**config.mk**
```make
export PLATFORM = sky130hd
export DESIGN_NAME = image_header_geometry_sniffer_flat
export DESIGN_NICKNAME = d
export VERILOG_FILES = /design/src/rtl/ihgs_pkg.sv /design/src/rtl/ihgs_if.sv /design/src/rtl/image_header_geometry_sniffer.sv /design/src/flat_wrapper.sv
export SDC_FILE = /design/constraint.sdc
export NUM_CORES = 2
export LEC_CHECK = 0
export ABC_AREA = 1
export BUFFER_PORTS_ARGS = -buffer_cell sky130_fd_sc_hd__buf_2
export CAP_MARGIN = 30
export CORE_ASPECT_RATIO = 0.7
export CORE_MARGIN = 5
export CORE_UTILIZATION = 55
export CTS_CLUSTER_SIZE = 16
export DETAILED_ROUTE_END_ITERATION = 7
export PLACE_DENSITY = 0.75
export SYNTH_ARGS = -nofsm -noshare
export SYNTH_HDL_FRONTEND = slang
export SYNTH_SLANG_ARGS = --single-unit
```
**constraint.sdc**
```tcl
create_clock -name clk -period 8.3 [get_ports clk]
set_clock_uncertainty 0.05 [all_clocks]
set_input_delay 0.415 -clock clk [delete_from_list [all_inputs] [get_ports clk]]
set_output_delay 0.415 -clock clk [all_outputs]
set_load 0.01 [all_outputs]
```
**src/rtl/ihgs_pkg.sv**
```systemverilog
// ----------------------------------------------------------------------------
// ihgs_pkg
// Types and constants of the image header geometry sniffer.
// ----------------------------------------------------------------------------
package ihgs_pkg;
  typedef enum logic [3:0] {
    PH_SIG, PH_IDLE, PH_PNG_HEAD, PH_PNG_PHYS, PH_PNG_SKIP, PH_JPG_SCAN,
    PH_JPG_MARK, PH_JPG_LEN, PH_JPG_SOF, PH_JPG_APP, PH_JPG_SKIP
  } phase_t;
  localparam logic [2:0] FMT_NONE = 3'd0;
  localparam logic [2:0] FMT_PNG  = 3'd1;
  localparam logic [2:0] FMT_JPEG = 3'd2;
  localparam logic [2:0] FMT_BMP  = 3'd3;
  localparam logic [2:0] FMT_GIF  = 3'd4;
  localparam logic [31:0] TAG_IDAT = 32'h49444154;
  localparam logic [31:0] TAG_IEND = 32'h49454E44;
  localparam logic [31:0] TAG_PHYS = 32'h70485973;
  localparam logic [31:0] TAG_IHDR = 32'h49484452;
  localparam logic [63:0] PNG_SIG  = 64'h89504E470D0A1A0A;
  localparam logic [31:0] GIF_SIG  = 32'h47494638;
  localparam logic [39:0] JFIF_TAG = 40'h4A46494600;
  localparam logic [15:0] CENTI    = 16'd100;
  typedef struct packed {
    logic        recognised;
    logic [2:0]  image_format;
    logic [30:0] image_width;
    logic [30:0] image_height;
    logic [1:0]  resolution_unit;
    logic [31:0] resolution_x_centi;
    logic [31:0] resolution_y_centi;
  } result_t;
endpackage

```
**src/rtl/ihgs_if.sv**
```systemverilog
// ----------------------------------------------------------------------------
// ihgs_in_if / ihgs_out_if
// Valid/ready channels for file bytes and results.
// ----------------------------------------------------------------------------
interface ihgs_in_if;
  logic       valid;
  logic       ready;
  logic [7:0] data_byte;
  logic       last_byte;
  modport source (output valid, data_byte, last_byte, input ready);
  modport sink (input valid, data_byte, last_byte, output ready);
endinterface

interface ihgs_out_if;
  logic                 valid;
  logic                 ready;
  ihgs_pkg::result_t    res;
  modport source (output valid, res, input ready);
  modport sink (input valid, res, output ready);
endinterface

```
**src/rtl/image_header_geometry_sniffer.sv**
```systemverilog
// ----------------------------------------------------------------------------
// image_header_geometry_sniffer
// Byte-stream parser for PNG, JPEG, BMP and GIF headers.
// ----------------------------------------------------------------------------
// One byte is taken per cycle whenever the result register is free or being
// drained; a byte flagged last_byte yields one result via the byte register and
// then the result register. The byte register feeds parse logic that updates
// the state registers (a few 32-bit compares, two 16x7 JFIF multiplies).
module image_header_geometry_sniffer (
  input logic clk,
  input logic rst,
  ihgs_in_if.sink   in_ch,
  ihgs_out_if.source out_ch
);
  logic        bv, blast;
  logic [7:0]  bb;
  ihgs_pkg::phase_t ph, ph_next;
  logic [5:0]  off, off_next;
  logic [32:0] skip, skip_next;
  logic [31:0] gw, gw_next, slen, slen_next, stag, stag_next;
  logic [7:0]  mk, mk_next;
  logic [2:0]  fmt, fmt_next;
  logic [31:0] hw, hw_next, hh, hh_next, rx, rx_next, ry, ry_next;
  logic [1:0]  un, un_next;
  logic [1:0]  pl, pl_next, pu, pu_next;
  logic [31:0] px, px_next, py, py_next;
  logic        am, am_next;
  ihgs_pkg::result_t res_next;
  logic        stall;
  logic [32:0] idx;
  logic [31:0] h_abs;
  logic        ok;
  logic [5:0]  n;

  assign stall = out_ch.valid && !out_ch.ready;
  assign in_ch.ready = !stall;

  always_ff @(posedge clk) begin
    if (rst) bv <= 1'b0;
    else if (!stall) bv <= in_ch.valid;
    if (in_ch.valid && in_ch.ready) begin
      bb <= in_ch.data_byte;
      blast <= in_ch.last_byte;
    end
  end

  function automatic logic is_sof(input logic [7:0] m);
    return m >= 8'hC0 && m <= 8'hCF && m != 8'hC4 && m != 8'hC8 && m != 8'hCC;
  endfunction

  function automatic logic size_ok(input logic [31:0] v);
    return v != 32'd0 && !v[31];
  endfunction

  always_comb begin
    ph_next = ph; off_next = off; skip_next = skip; gw_next = gw;
    slen_next = slen; stag_next = stag; mk_next = mk; fmt_next = fmt;
    hw_next = hw; hh_next = hh; rx_next = rx; ry_next = ry; un_next = un;
    pl_next = pl; pu_next = pu; px_next = px; py_next = py; am_next = am;
    idx = '0; h_abs = '0; ok = 1'b0; n = '0; res_next = '0;
    if (ph == ihgs_pkg::PH_SIG) begin
      ph_next = ihgs_pkg::PH_IDLE;
      unique case (bb)
        8'h89: begin
          fmt_next = ihgs_pkg::FMT_PNG; ph_next = ihgs_pkg::PH_PNG_HEAD; skip_next = 33'd8;
        end
        8'hFF: begin fmt_next = ihgs_pkg::FMT_JPEG; ph_next = ihgs_pkg::PH_JPG_SCAN; end
        8'h42: fmt_next = ihgs_pkg::FMT_BMP;
        8'h47: fmt_next = ihgs_pkg::FMT_GIF;
        default: fmt_next = ihgs_pkg::FMT_NONE;
      endcase
    end else begin
      unique case (fmt)
        ihgs_pkg::FMT_PNG: begin
          if (off < 6'd8) begin
            if (bb != ihgs_pkg::PNG_SIG[8'(7 - off) * 8 +: 8]) begin
              fmt_next = ihgs_pkg::FMT_NONE; ph_next = ihgs_pkg::PH_IDLE;
            end
          end else if (off >= 6'd12 && off < 6'd16) begin
            if (bb != ihgs_pkg::TAG_IHDR[8'(15 - off) * 8 +: 8]) begin
              fmt_next = ihgs_pkg::FMT_NONE; ph_next = ihgs_pkg::PH_IDLE;
            end
          end else if (off >= 6'd16 && off < 6'd20) hw_next = {hw[23:0], bb};
          else if (off >= 6'd20 && off < 6'd24) hh_next = {hh[23:0], bb};
        end
        ihgs_pkg::FMT_JPEG: begin
          if (off == 6'd1 && bb != 8'hD8) begin
            fmt_next = ihgs_pkg::FMT_NONE; ph_next = ihgs_pkg::PH_IDLE;
          end
        end
        ihgs_pkg::FMT_BMP: begin
          if (off == 6'd1) begin
            if (bb != 8'h4D) begin fmt_next = ihgs_pkg::FMT_NONE; ph_next = ihgs_pkg::PH_IDLE; end
          end else if (off >= 6'd18 && off < 6'd22) hw_next[2'(off - 6'd18) * 8 +: 8] = bb;
          else if (off >= 6'd22 && off < 6'd26) hh_next[2'(off - 6'd22) * 8 +: 8] = bb;
        end
        ihgs_pkg::FMT_GIF: begin
          if (off < 6'd4) begin
            if (bb != ihgs_pkg::GIF_SIG[2'(3 - off) * 8 +: 8]) begin
              fmt_next = ihgs_pkg::FMT_NONE; ph_next = ihgs_pkg::PH_IDLE;
            end
          end else if (off >= 6'd6 && off < 6'd8) hw_next[off[0] * 8 +: 8] = bb;
          else if (off >= 6'd8 && off < 6'd10) hh_next[off[0] * 8 +: 8] = bb;
        end
        default: ;
      endcase
      // walks use post-check format (signature bytes precede walk offsets)
      if (fmt_next == ihgs_pkg::FMT_PNG && off >= 6'd8) begin
        unique case (ph)
          ihgs_pkg::PH_PNG_HEAD: begin
            gw_next = {gw[23:0], bb};
            skip_next = skip - 33'd1;
            if (skip_next == 33'd4) slen_next = gw_next;
            if (skip_next == 33'd0) begin
              stag_next = gw_next;
              if (gw_next == ihgs_pkg::TAG_IDAT || gw_next == ihgs_pkg::TAG_IEND)
                ph_next = ihgs_pkg::PH_IDLE;
              else if (gw_next == ihgs_pkg::TAG_PHYS && slen >= 32'd9) begin
                ph_next = ihgs_pkg::PH_PNG_PHYS; skip_next = 33'd9;
              end else begin
                ph_next = ihgs_pkg::PH_PNG_SKIP; skip_next = {1'b0, slen} + 33'd4;
              end
            end
          end
          ihgs_pkg::PH_PNG_PHYS: begin
            idx = 33'd9 - skip;
            if (idx < 33'd8) gw_next = {gw[23:0], bb};
            if (idx == 33'd3) stag_next = gw_next;
            if (idx == 33'd8 && bb == 8'd1) begin
              rx_next = stag; ry_next = gw; un_next = 2'd2;
            end
            skip_next = skip - 33'd1;
            if (skip_next == 33'd0) begin
              ph_next = ihgs_pkg::PH_PNG_SKIP;
              skip_next = {1'b0, slen} - 33'd5;
            end
          end
          ihgs_pkg::PH_PNG_SKIP: begin
            skip_next = skip - 33'd1;
            if (skip_next == 33'd0) begin ph_next = ihgs_pkg::PH_PNG_HEAD; skip_next = 33'd8; end
          end
          default: ;
        endcase
      end else if (fmt_next == ihgs_pkg::FMT_JPEG && off >= 6'd2) begin
        if (pl != 2'd0) begin
          pl_next = pl - 2'd1;
          if (pl_next == 2'd0) begin rx_next = px; ry_next = py; un_next = pu; end
        end
        unique case (ph)
          ihgs_pkg::PH_JPG_SCAN: if (bb == 8'hFF) ph_next = ihgs_pkg::PH_JPG_MARK;
          ihgs_pkg::PH_JPG_MARK: begin
            mk_next = bb;
            if (bb == 8'hD8 || bb == 8'h01 || (bb >= 8'hD0 && bb <= 8'hD7))
              ph_next = ihgs_pkg::PH_JPG_SCAN;
            else begin
              ph_next = ihgs_pkg::PH_JPG_LEN; skip_next = 33'd2; slen_next = '0;
            end
          end
          ihgs_pkg::PH_JPG_LEN: begin
            slen_next = {16'd0, slen[7:0], bb};
            skip_next = skip - 33'd1;
            if (skip_next == 33'd0) begin
              if (is_sof(mk)) begin ph_next = ihgs_pkg::PH_JPG_SOF; skip_next = 33'd5; end
              else if (mk == 8'hE0 && slen_next >= 32'd14) begin
                ph_next = ihgs_pkg::PH_JPG_APP; skip_next = 33'd12; am_next = 1'b1;
              end else if (slen_next <= 32'd2) ph_next = ihgs_pkg::PH_JPG_SCAN;
              else begin
                ph_next = ihgs_pkg::PH_JPG_SKIP; skip_next = {1'b0, slen_next - 32'd2};
              end
            end
          end
          ihgs_pkg::PH_JPG_SOF: begin
            gw_next = {gw[23:0], bb};
            skip_next = skip - 33'd1;
            if (skip_next == 33'd0) begin
              hh_next = {16'd0, gw_next[31:16]}; hw_next = {16'd0, gw_next[15:0]};
              ph_next = ihgs_pkg::PH_IDLE;
            end
          end
          ihgs_pkg::PH_JPG_APP: begin
            idx = 33'd12 - skip;
            if (idx < 33'd5 && bb != ihgs_pkg::JFIF_TAG[3'(4 - idx[2:0]) * 8 +: 8])
              am_next = 1'b0;
            if (idx == 33'd7) stag_next = {24'd0, bb};
            if (idx >= 33'd8) gw_next = {gw[23:0], bb};
            skip_next = skip - 33'd1;
            if (skip_next == 33'd0) begin
              if (am && (stag == 32'd1 || stag == 32'd2)) begin
                pu_next = stag[1:0];
                px_next = gw_next[31:16] * ihgs_pkg::CENTI;
                py_next = gw_next[15:0] * ihgs_pkg::CENTI;
                pl_next = 2'd2;
              end
              if (slen == 32'd14) ph_next = ihgs_pkg::PH_JPG_SCAN;
              else begin
                ph_next = ihgs_pkg::PH_JPG_SKIP; skip_next = {1'b0, slen - 32'd14};
              end
            end
          end
          ihgs_pkg::PH_JPG_SKIP: begin
            skip_next = skip - 33'd1;
            if (skip_next == 33'd0) ph_next = ihgs_pkg::PH_JPG_SCAN;
          end
          default: ;
        endcase
      end
    end
    if (off < 6'd63) off_next = off + 6'd1;
    n = off_next;
    h_abs = hh_next[31] ? 32'd0 - hh_next : hh_next;
    unique case (fmt_next)
      ihgs_pkg::FMT_PNG: ok = n >= 6'd33 && size_ok(hw_next) && size_ok(hh_next);
      ihgs_pkg::FMT_JPEG: ok = size_ok(hw_next) && size_ok(hh_next);
      ihgs_pkg::FMT_BMP: ok = n >= 6'd30 && size_ok(hw_next) && size_ok(h_abs);
      ihgs_pkg::FMT_GIF: ok = n >= 6'd10 && size_ok(hw_next) && size_ok(hh_next);
      default: ok = 1'b0;
    endcase
    if (ok) begin
      res_next.recognised = 1'b1;
      res_next.image_format = fmt_next;
      res_next.image_width = hw_next[30:0];
      res_next.image_height = fmt_next == ihgs_pkg::FMT_BMP ? h_abs[30:0] : hh_next[30:0];
      if (un_next != 2'd0) begin
        res_next.resolution_unit = un_next;
        res_next.resolution_x_centi = rx_next;
        res_next.resolution_y_centi = ry_next;
      end
    end
  end

  always_ff @(posedge clk) begin
    if (rst || (bv && !stall && blast)) begin
      ph <= ihgs_pkg::PH_SIG; off <= '0; skip <= '0; gw <= '0; slen <= '0;
      stag <= '0; mk <= '0; fmt <= ihgs_pkg::FMT_NONE; hw <= '0; hh <= '0;
      rx <= '0; ry <= '0; un <= '0; pl <= '0; pu <= '0; px <= '0; py <= '0;
      am <= 1'b0;
    end else if (bv && !stall) begin
      ph <= ph_next; off <= off_next; skip <= skip_next; gw <= gw_next;
      slen <= slen_next; stag <= stag_next; mk <= mk_next; fmt <= fmt_next;
      hw <= hw_next; hh <= hh_next; rx <= rx_next; ry <= ry_next; un <= un_next;
      pl <= pl_next; pu <= pu_next; px <= px_next; py <= py_next; am <= am_next;
    end
  end

  always_ff @(posedge clk) begin
    if (rst) out_ch.valid <= 1'b0;
    else if (!stall) out_ch.valid <= bv && blast;
    if (!stall && bv && blast) out_ch.res <= res_next;
  end
endmodule

```
**src/flat_wrapper.sv**
```systemverilog
// flat-port wrapper written by rule: the top's interface ports become plain ports
module image_header_geometry_sniffer_flat 
  (clk, rst, in_ch_valid, in_ch_data_byte, in_ch_last_byte, in_ch_ready, out_ch_valid, out_ch_res, out_ch_ready);
  ihgs_in_if in_ch_i ();
  ihgs_out_if out_ch_i ();
  input logic clk;
  input logic rst;
  input wire logic [$bits(in_ch_i.valid)-1:0] in_ch_valid;
  input wire logic [$bits(in_ch_i.data_byte)-1:0] in_ch_data_byte;
  input wire logic [$bits(in_ch_i.last_byte)-1:0] in_ch_last_byte;
  output wire logic [$bits(in_ch_i.ready)-1:0] in_ch_ready;
  output wire logic [$bits(out_ch_i.valid)-1:0] out_ch_valid;
  output wire logic [$bits(out_ch_i.res)-1:0] out_ch_res;
  input wire logic [$bits(out_ch_i.ready)-1:0] out_ch_ready;
  assign in_ch_i.valid = in_ch_valid;
  assign in_ch_i.data_byte = in_ch_data_byte;
  assign in_ch_i.last_byte = in_ch_last_byte;
  assign in_ch_ready = in_ch_i.ready;
  assign out_ch_valid = out_ch_i.valid;
  assign out_ch_res = out_ch_i.res;
  assign out_ch_i.ready = out_ch_ready;
  image_header_geometry_sniffer u_core (.clk(clk), .rst(rst), .in_ch(in_ch_i), .out_ch(out_ch_i));
endmodule
```
* After elaboration in Yosys (flattened, before gate mapping)
Cells that the tools add are included.
** Cells by class
- Add/subtract/negate cells :: 19
- Multipliers :: 2
- Magnitude comparators :: 30
- Equal/unequal tests :: 59
- Shift-type cells :: 10
- Mux-type cells :: 154
- Bitwise logic cells :: 2
- Reductions and logical operators :: 71
** Operators by type and width (number)
- two-way mux 32 bit :: 61
- two-way mux 33 bit :: 16
- case mux 32 bit (2 select lines) :: 4
- case mux 32 bit (3 select lines) :: 2
- two-way mux 132 bit :: 1
- case mux 33 bit (4 select lines) :: 1
- bitwise mux 32 bit :: 4
- variable shift 8 x 34 -> 32 bit (first input constant) :: 3
- indexed part select 8 x 34 -> 32 bit :: 3
- two-way mux 4 bit :: 25
- case mux 33 bit (3 select lines) :: 1
- == test 32 x 31 -> 1 bit (second input constant) :: 3
- nonzero test 32 bit :: 3
- negation 5 -> 34 bit :: 2
- == test 33 x 3 -> 1 bit (second input constant) :: 2
- two-way mux 66 bit :: 1
- subtractor 4 x 33 -> 33 bit (first input constant) :: 2
- indexed part select 64 x 12 -> 8 bit (first input constant) :: 1
- multiplier 16 x 5 -> 21 bit (second input constant) :: 2
- indexed part select 40 x 7 -> 8 bit (first input constant) :: 1
- two-way mux 3 bit :: 12
- logical AND 1 bit :: 35
- negation 4 -> 34 bit :: 1
- adder 32 x 3 -> 33 bit (second input constant) :: 1
- 83 further kinds :: 160
** Storage, ports and cells
- Flip-flop bits (word level) :: 470
- Input bits :: 13
- Output and inout bits :: 134
- Word-level logic and storage cells :: 376

* Logic depth before layout (Yosys ltp)
- Word-level depth :: 20
- Gate-level depth with buffers :: 43
- Mapped depth without buffers :: 40

* Least setup slack after synthesis
OpenSTA, ideal clock, no wires.
- Path type :: input to register
- Start :: input out_ch_ready
- End :: register u_core.am
- Library setup time :: 0.137 ns
- Arrival time :: 7.646 ns
- Data required time :: 8.113 ns
- Path slack :: 0.467 ns
- Cell stages on the path :: 7
- Path buffers :: 2
- Path through :: nor2_1 nor2_1 nor2_1 inv_2 clkbuf_1 clkbuf_1 a211oi_1
** Between the ends
- Word-level cells in the longest chain between the ends :: 6
- Elaborated cells on any way between the ends :: 7
- Those cells by class :: reduce/logical (7)
** RTL lines
- start, declared :: line flat_wrapper.sv:14 : input wire logic [$bits(out_ch_i.ready)-1:0] out_ch_ready;
- zero test 1 bit (*) :: line image_header_geometry_sniffer.sv:35 : assign stall = out_ch.valid && !out_ch.ready;
- logical AND 1 bit (*) :: line image_header_geometry_sniffer.sv:35
- zero test 1 bit (*)
- logical AND 1 bit (*) :: line image_header_geometry_sniffer.sv:232, image_header_geometry_sniffer.sv:237
- branches (longest 2 deep; another with AND reduction 9 bit)
- end signal, assigned :: line image_header_geometry_sniffer.sv:241 : pl <= pl_next; pu <= pu_next; px <= px_next; py <= py_next; am <= am_next;
- end, declared :: line image_header_geometry_sniffer.sv:27 : logic am, am_next;
Every way passes the cells marked *.
A chain may end at the register's enable or synchronous reset.

* Worst setup path in the final report
- Start :: register u_core.skip[0]
- End :: register u_core.py[21]
** Between the ends
- Word-level cells in the longest chain between the ends :: 8
- Elaborated cells on any way between the ends :: 11
- Those cells by class :: add/sub (2); mul (1); order compare (1); mux (5); reduce/logical (2)
** RTL lines
- start, declared :: line image_header_geometry_sniffer.sv:19 : logic [32:0] skip, skip_next;
- start signal, assigned :: line image_header_geometry_sniffer.sv:238 : ph <= ph_next; off <= off_next; skip <= skip_next; gw <= gw_next;
- subtractor 4 x 33 -> 33 bit :: line image_header_geometry_sniffer.sv:181 : idx = 33'd12 - skip;
- greater-or-equal comparator 33 x 4 -> 1 bit :: line image_header_geometry_sniffer.sv:185 : if (idx >= 33'd8) gw_next = {gw[23:0], bb};
- two-way mux 32 bit :: line image_header_geometry_sniffer.sv:185
- two-way mux 32 bit :: line image_header_geometry_sniffer.sv:149 : unique case (ph)
- two-way mux 32 bit :: line image_header_geometry_sniffer.sv:144 : end else if (fmt_next == ihgs_pkg::FMT_JPEG && off >= 6'd2) begin
- two-way mux 32 bit :: line image_header_geometry_sniffer.sv:108 : if (fmt_next == ihgs_pkg::FMT_PNG && off >= 6'd8) begin
- two-way mux 32 bit :: line image_header_geometry_sniffer.sv:61 : if (ph == ihgs_pkg::PH_SIG) begin
- multiplier 16 x 5 -> 21 bit :: line image_header_geometry_sniffer.sv:191 : py_next = gw_next[15:0] * ihgs_pkg::CENTI;
- end signal, assigned :: line image_header_geometry_sniffer.sv:241
- end, declared :: line image_header_geometry_sniffer.sv:26 : logic [31:0] px, px_next, py, py_next;
Parallel ways exist; a longest one is shown, timed or not. The select of a mux whose other input is x is not followed.

==> metrics.csv <==
metric,value,unit
Overflow after GRT,0,
sequential share of the synthesized area,29.3,%
"FF+latch count, synth",470,
detailed-route vias per instance,6.18,
RSZ-0062 raised after global routing,no,
status,"finished, final reports clean",
largest fanout on the critical path,52,
initial core utilization,55.5,%
DRC viols,0,
Initial DRT Pass Iterations,8,
Crit Path Class,reg2reg,
Die Height,227,um
CP Data Required Time,8.76,ns
GR Util All Layers,37.9,%
minimum clock period,7.71,ns
"top cells by area, synth","dfxtp_1 (18%), edfxtp_1 (11%), nand2_1 (9.7%), o21ai_0 (7.6%), inv_1 (7.4%)",
post-route ant nets,0,
chip width,320,um
most frequent cell on the critical path,a21oi_1,
PD cells,143,mW/mm2
Slew @ Worst Pin,1.08,ns
pre-CTS setup slack,0.522,ns
Post-CTS Setup Bufs,0,
Post-Route Setup TNS,0,ns
ys async rst share,0,%
most frequent cells in the layout,"nand2_1 (957), inv_1 (727), nor2_1 (599), o21ai_0 (561), a21oi_1 (460)",
Max-Cap Viols,0,
pin count of the biggest net entering global routing,177,
Post-Synthesis Cells,5552,
Area Overhead vs Synth,8.13,%
Placed Area,0.0382,mm2
Final Util,60.0,%
LEAKAGE,18.0,nW
clock latency on the worst-skew pair,0.64,ns
synthesized area,0.0369,mm2
DIE AREA,0.0725,mm2
Final Hold Fails,0,
Finished Cell Area,0.0399,mm2
Max Clk Rate,130,MHz
root buffer cell,clkbuf_16,
CTS tree,yes,
Critical Path End Type,register,
ys flop type,dfxtp_1,
Worst path max stage delay,0.53,ns
initial DRC count,6516,
vias in the first global route,35500,
RD Place Congestion,1.05,
io pins,147,
Via Count,40000,
post-route setup slack,0.592,ns
nets,5716,
drt wl/cell,22.3,um
critical path's slowest cell,fa_1,
Mapped Nets,5729,
crit path DAT,8.16,ns
number of library cell types mapped by synthesis,78,
initial antenna violation count,4,
CTS buffer count,48,
clk buf depth,3,
HP Class,in2reg,
post-synth top area cell,dfxtp_1,
Overall Power,0.00570,W
CP startpoint kind,register,
hpwl dp,108,mm
count of pins over their slew limit,0,
WL final,144,mm
first-pass GRT wire length,216,mm
Yosys top cell area share,17.8,%
"EDFF count, synth",141,
"commonest non-fill, non-tap cell in the layout",nand2_1,
VDD IR max,0.000169,V
htree depth,2,
Worst slew margin,27.6,%
Sink Count,470,
Port Buffers,146,
"CTS clk-pin slew, worst paths",0.07,ns
Core Area,0.0665,mm2
yosys warns,0,
Fillers,6435,
# rows,79,
Final period util,92.9,%
Final setup violation count,0,
syn_area_per_cell,6.65,um2
fraction of layout cells with a size suffix above 1,9.16,%
-- cell usage after synthesis, types with 22 or more instances --
cell type  number
fa_1           22
nor4_1         25
nand2_2        37
clkbuf_1      243
nand4_1        69
inv_1         729
a21oi_1       460
a211oi_1       26
o21bai_1       36
nand2_1       959
nand3_1       256
nor2_1        607
ha_1          142
edfxtp_1      141
o22ai_1        86
buf_2          23
nor2_2         59
o21ai_0       562
a31oi_1        49
o221ai_1       28
nor3_1        101
dfxtp_1       329
o211ai_1       93
xor2_1        154
-- path summary, 6_finish.rpt --
check                                    from                          to  slack, ns  cells after the start
setup / recovery  u_core.skip[0]$_SDFFE_PP0P_  u_core.py[21]$_SDFFE_PP0P_       0.59                     37
hold / removal                    in_ch_valid      u_core.bv$_SDFFE_PP0N_       0.04                      3
setup reg to reg  u_core.skip[0]$_SDFFE_PP0P_  u_core.py[21]$_SDFFE_PP0P_       0.59                     37
hold reg to reg     u_core.py[6]$_SDFFE_PP0P_   u_core.py[6]$_SDFFE_PP0P_       0.40                      2
-- what timing repair did --
item	4_1_cts	5_1_grt
endpoints found under the setup margin	0	1
hold endpoints to repair	11	0
hold buffers	10	0
resized for setup	0	2
-- flip-flops by register name (all words and copies together), names as in the netlist, 21 cells and up --
signal,cells
u_core.rx,32
u_core.hw,32
u_core.skip,33
u_core.slen,32
u_core.ry,32
u_core.px,21
u_core.gw,32
u_core.hh,32
u_core.stag,32
u_core.py,21
u_core.out_ch.res,132
-- layout make-up --
class,instances,area [um2],area share [%]
inverters,764,2880,7.20
well taps,891,1110,2.79
repair buffers,256,1650,4.14
clock buffers,66,1360,3.41
multi-input cells,3999,21900,54.8
clock inverters,23,213,0.533
diodes,1,2.50,0.00627
flip-flops and latches,470,10800,27.1
-- routing by layer --
metal	GRT usage, %	up-vias	part of all wire [%]
li1	-	18600	-
met1	56.3	18300	43
met2	52.2	2660	38
met3	13.8	324	16
met4	8.98	8	2.9
met5	0	-	0.074
-- kinds of logic (layout without fill, tap and decap cells) --
| family | Yosys count | count (layout) | share of synthesized area, % |
|---|---|---|---|
| and+or+nand+nor | 2165 | 2165 | 25.4 |
| AOI/OAI and AO/OA | 1508 | 1508 | 23.7 |
| buffers and inverters | 1083 | 1109 | 11.7 |
| DFF | 470 | 470 | 29.3 |
| adders and majority gates | 164 | 164 | 6.00 |
| xor gates and xnor gates | 162 | 162 | 3.86 |
| other | 0 | 1 | 0 |
-- critical path, delay by kind of cell (launching register included) --
family	cells	cell delay [ns]
and+or+nand+nor	8	1.42
DFF	1	0.45
adders and majority gates	5	1.76
buffers and inverters	7	0.93
AOI/OAI and AO/OA	15	2.60
xor gates and xnor gates	2	0.31
-- metrics by stage --
| step | instances | hold WS [ns] |
|---|---|---|
| after floorplan | 5552 | 0.370 |
| final | 6470 | 0.0400 |
| after detailed placement | 6367 | 0.392 |
| after global placement | 6365 | 0.386 |
| after CTS | 6466 | 0.00981 |
| after global routing | 6469 | 0.0358 |
-- where the power goes --
| part | switching (W) | leakage (nW) | total, W | internal, W |
|---|---|---|---|---|
| Combinational | 0.000741 | 13.2 | 0.00103 | 0.000287 |
| Sequential | 0.0000378 | 4.00 | 0.00245 | 0.00241 |
| Clock | 0.00103 | 0.773 | 0.00222 | 0.00120 |
Power figures use the tool's default switching activity.
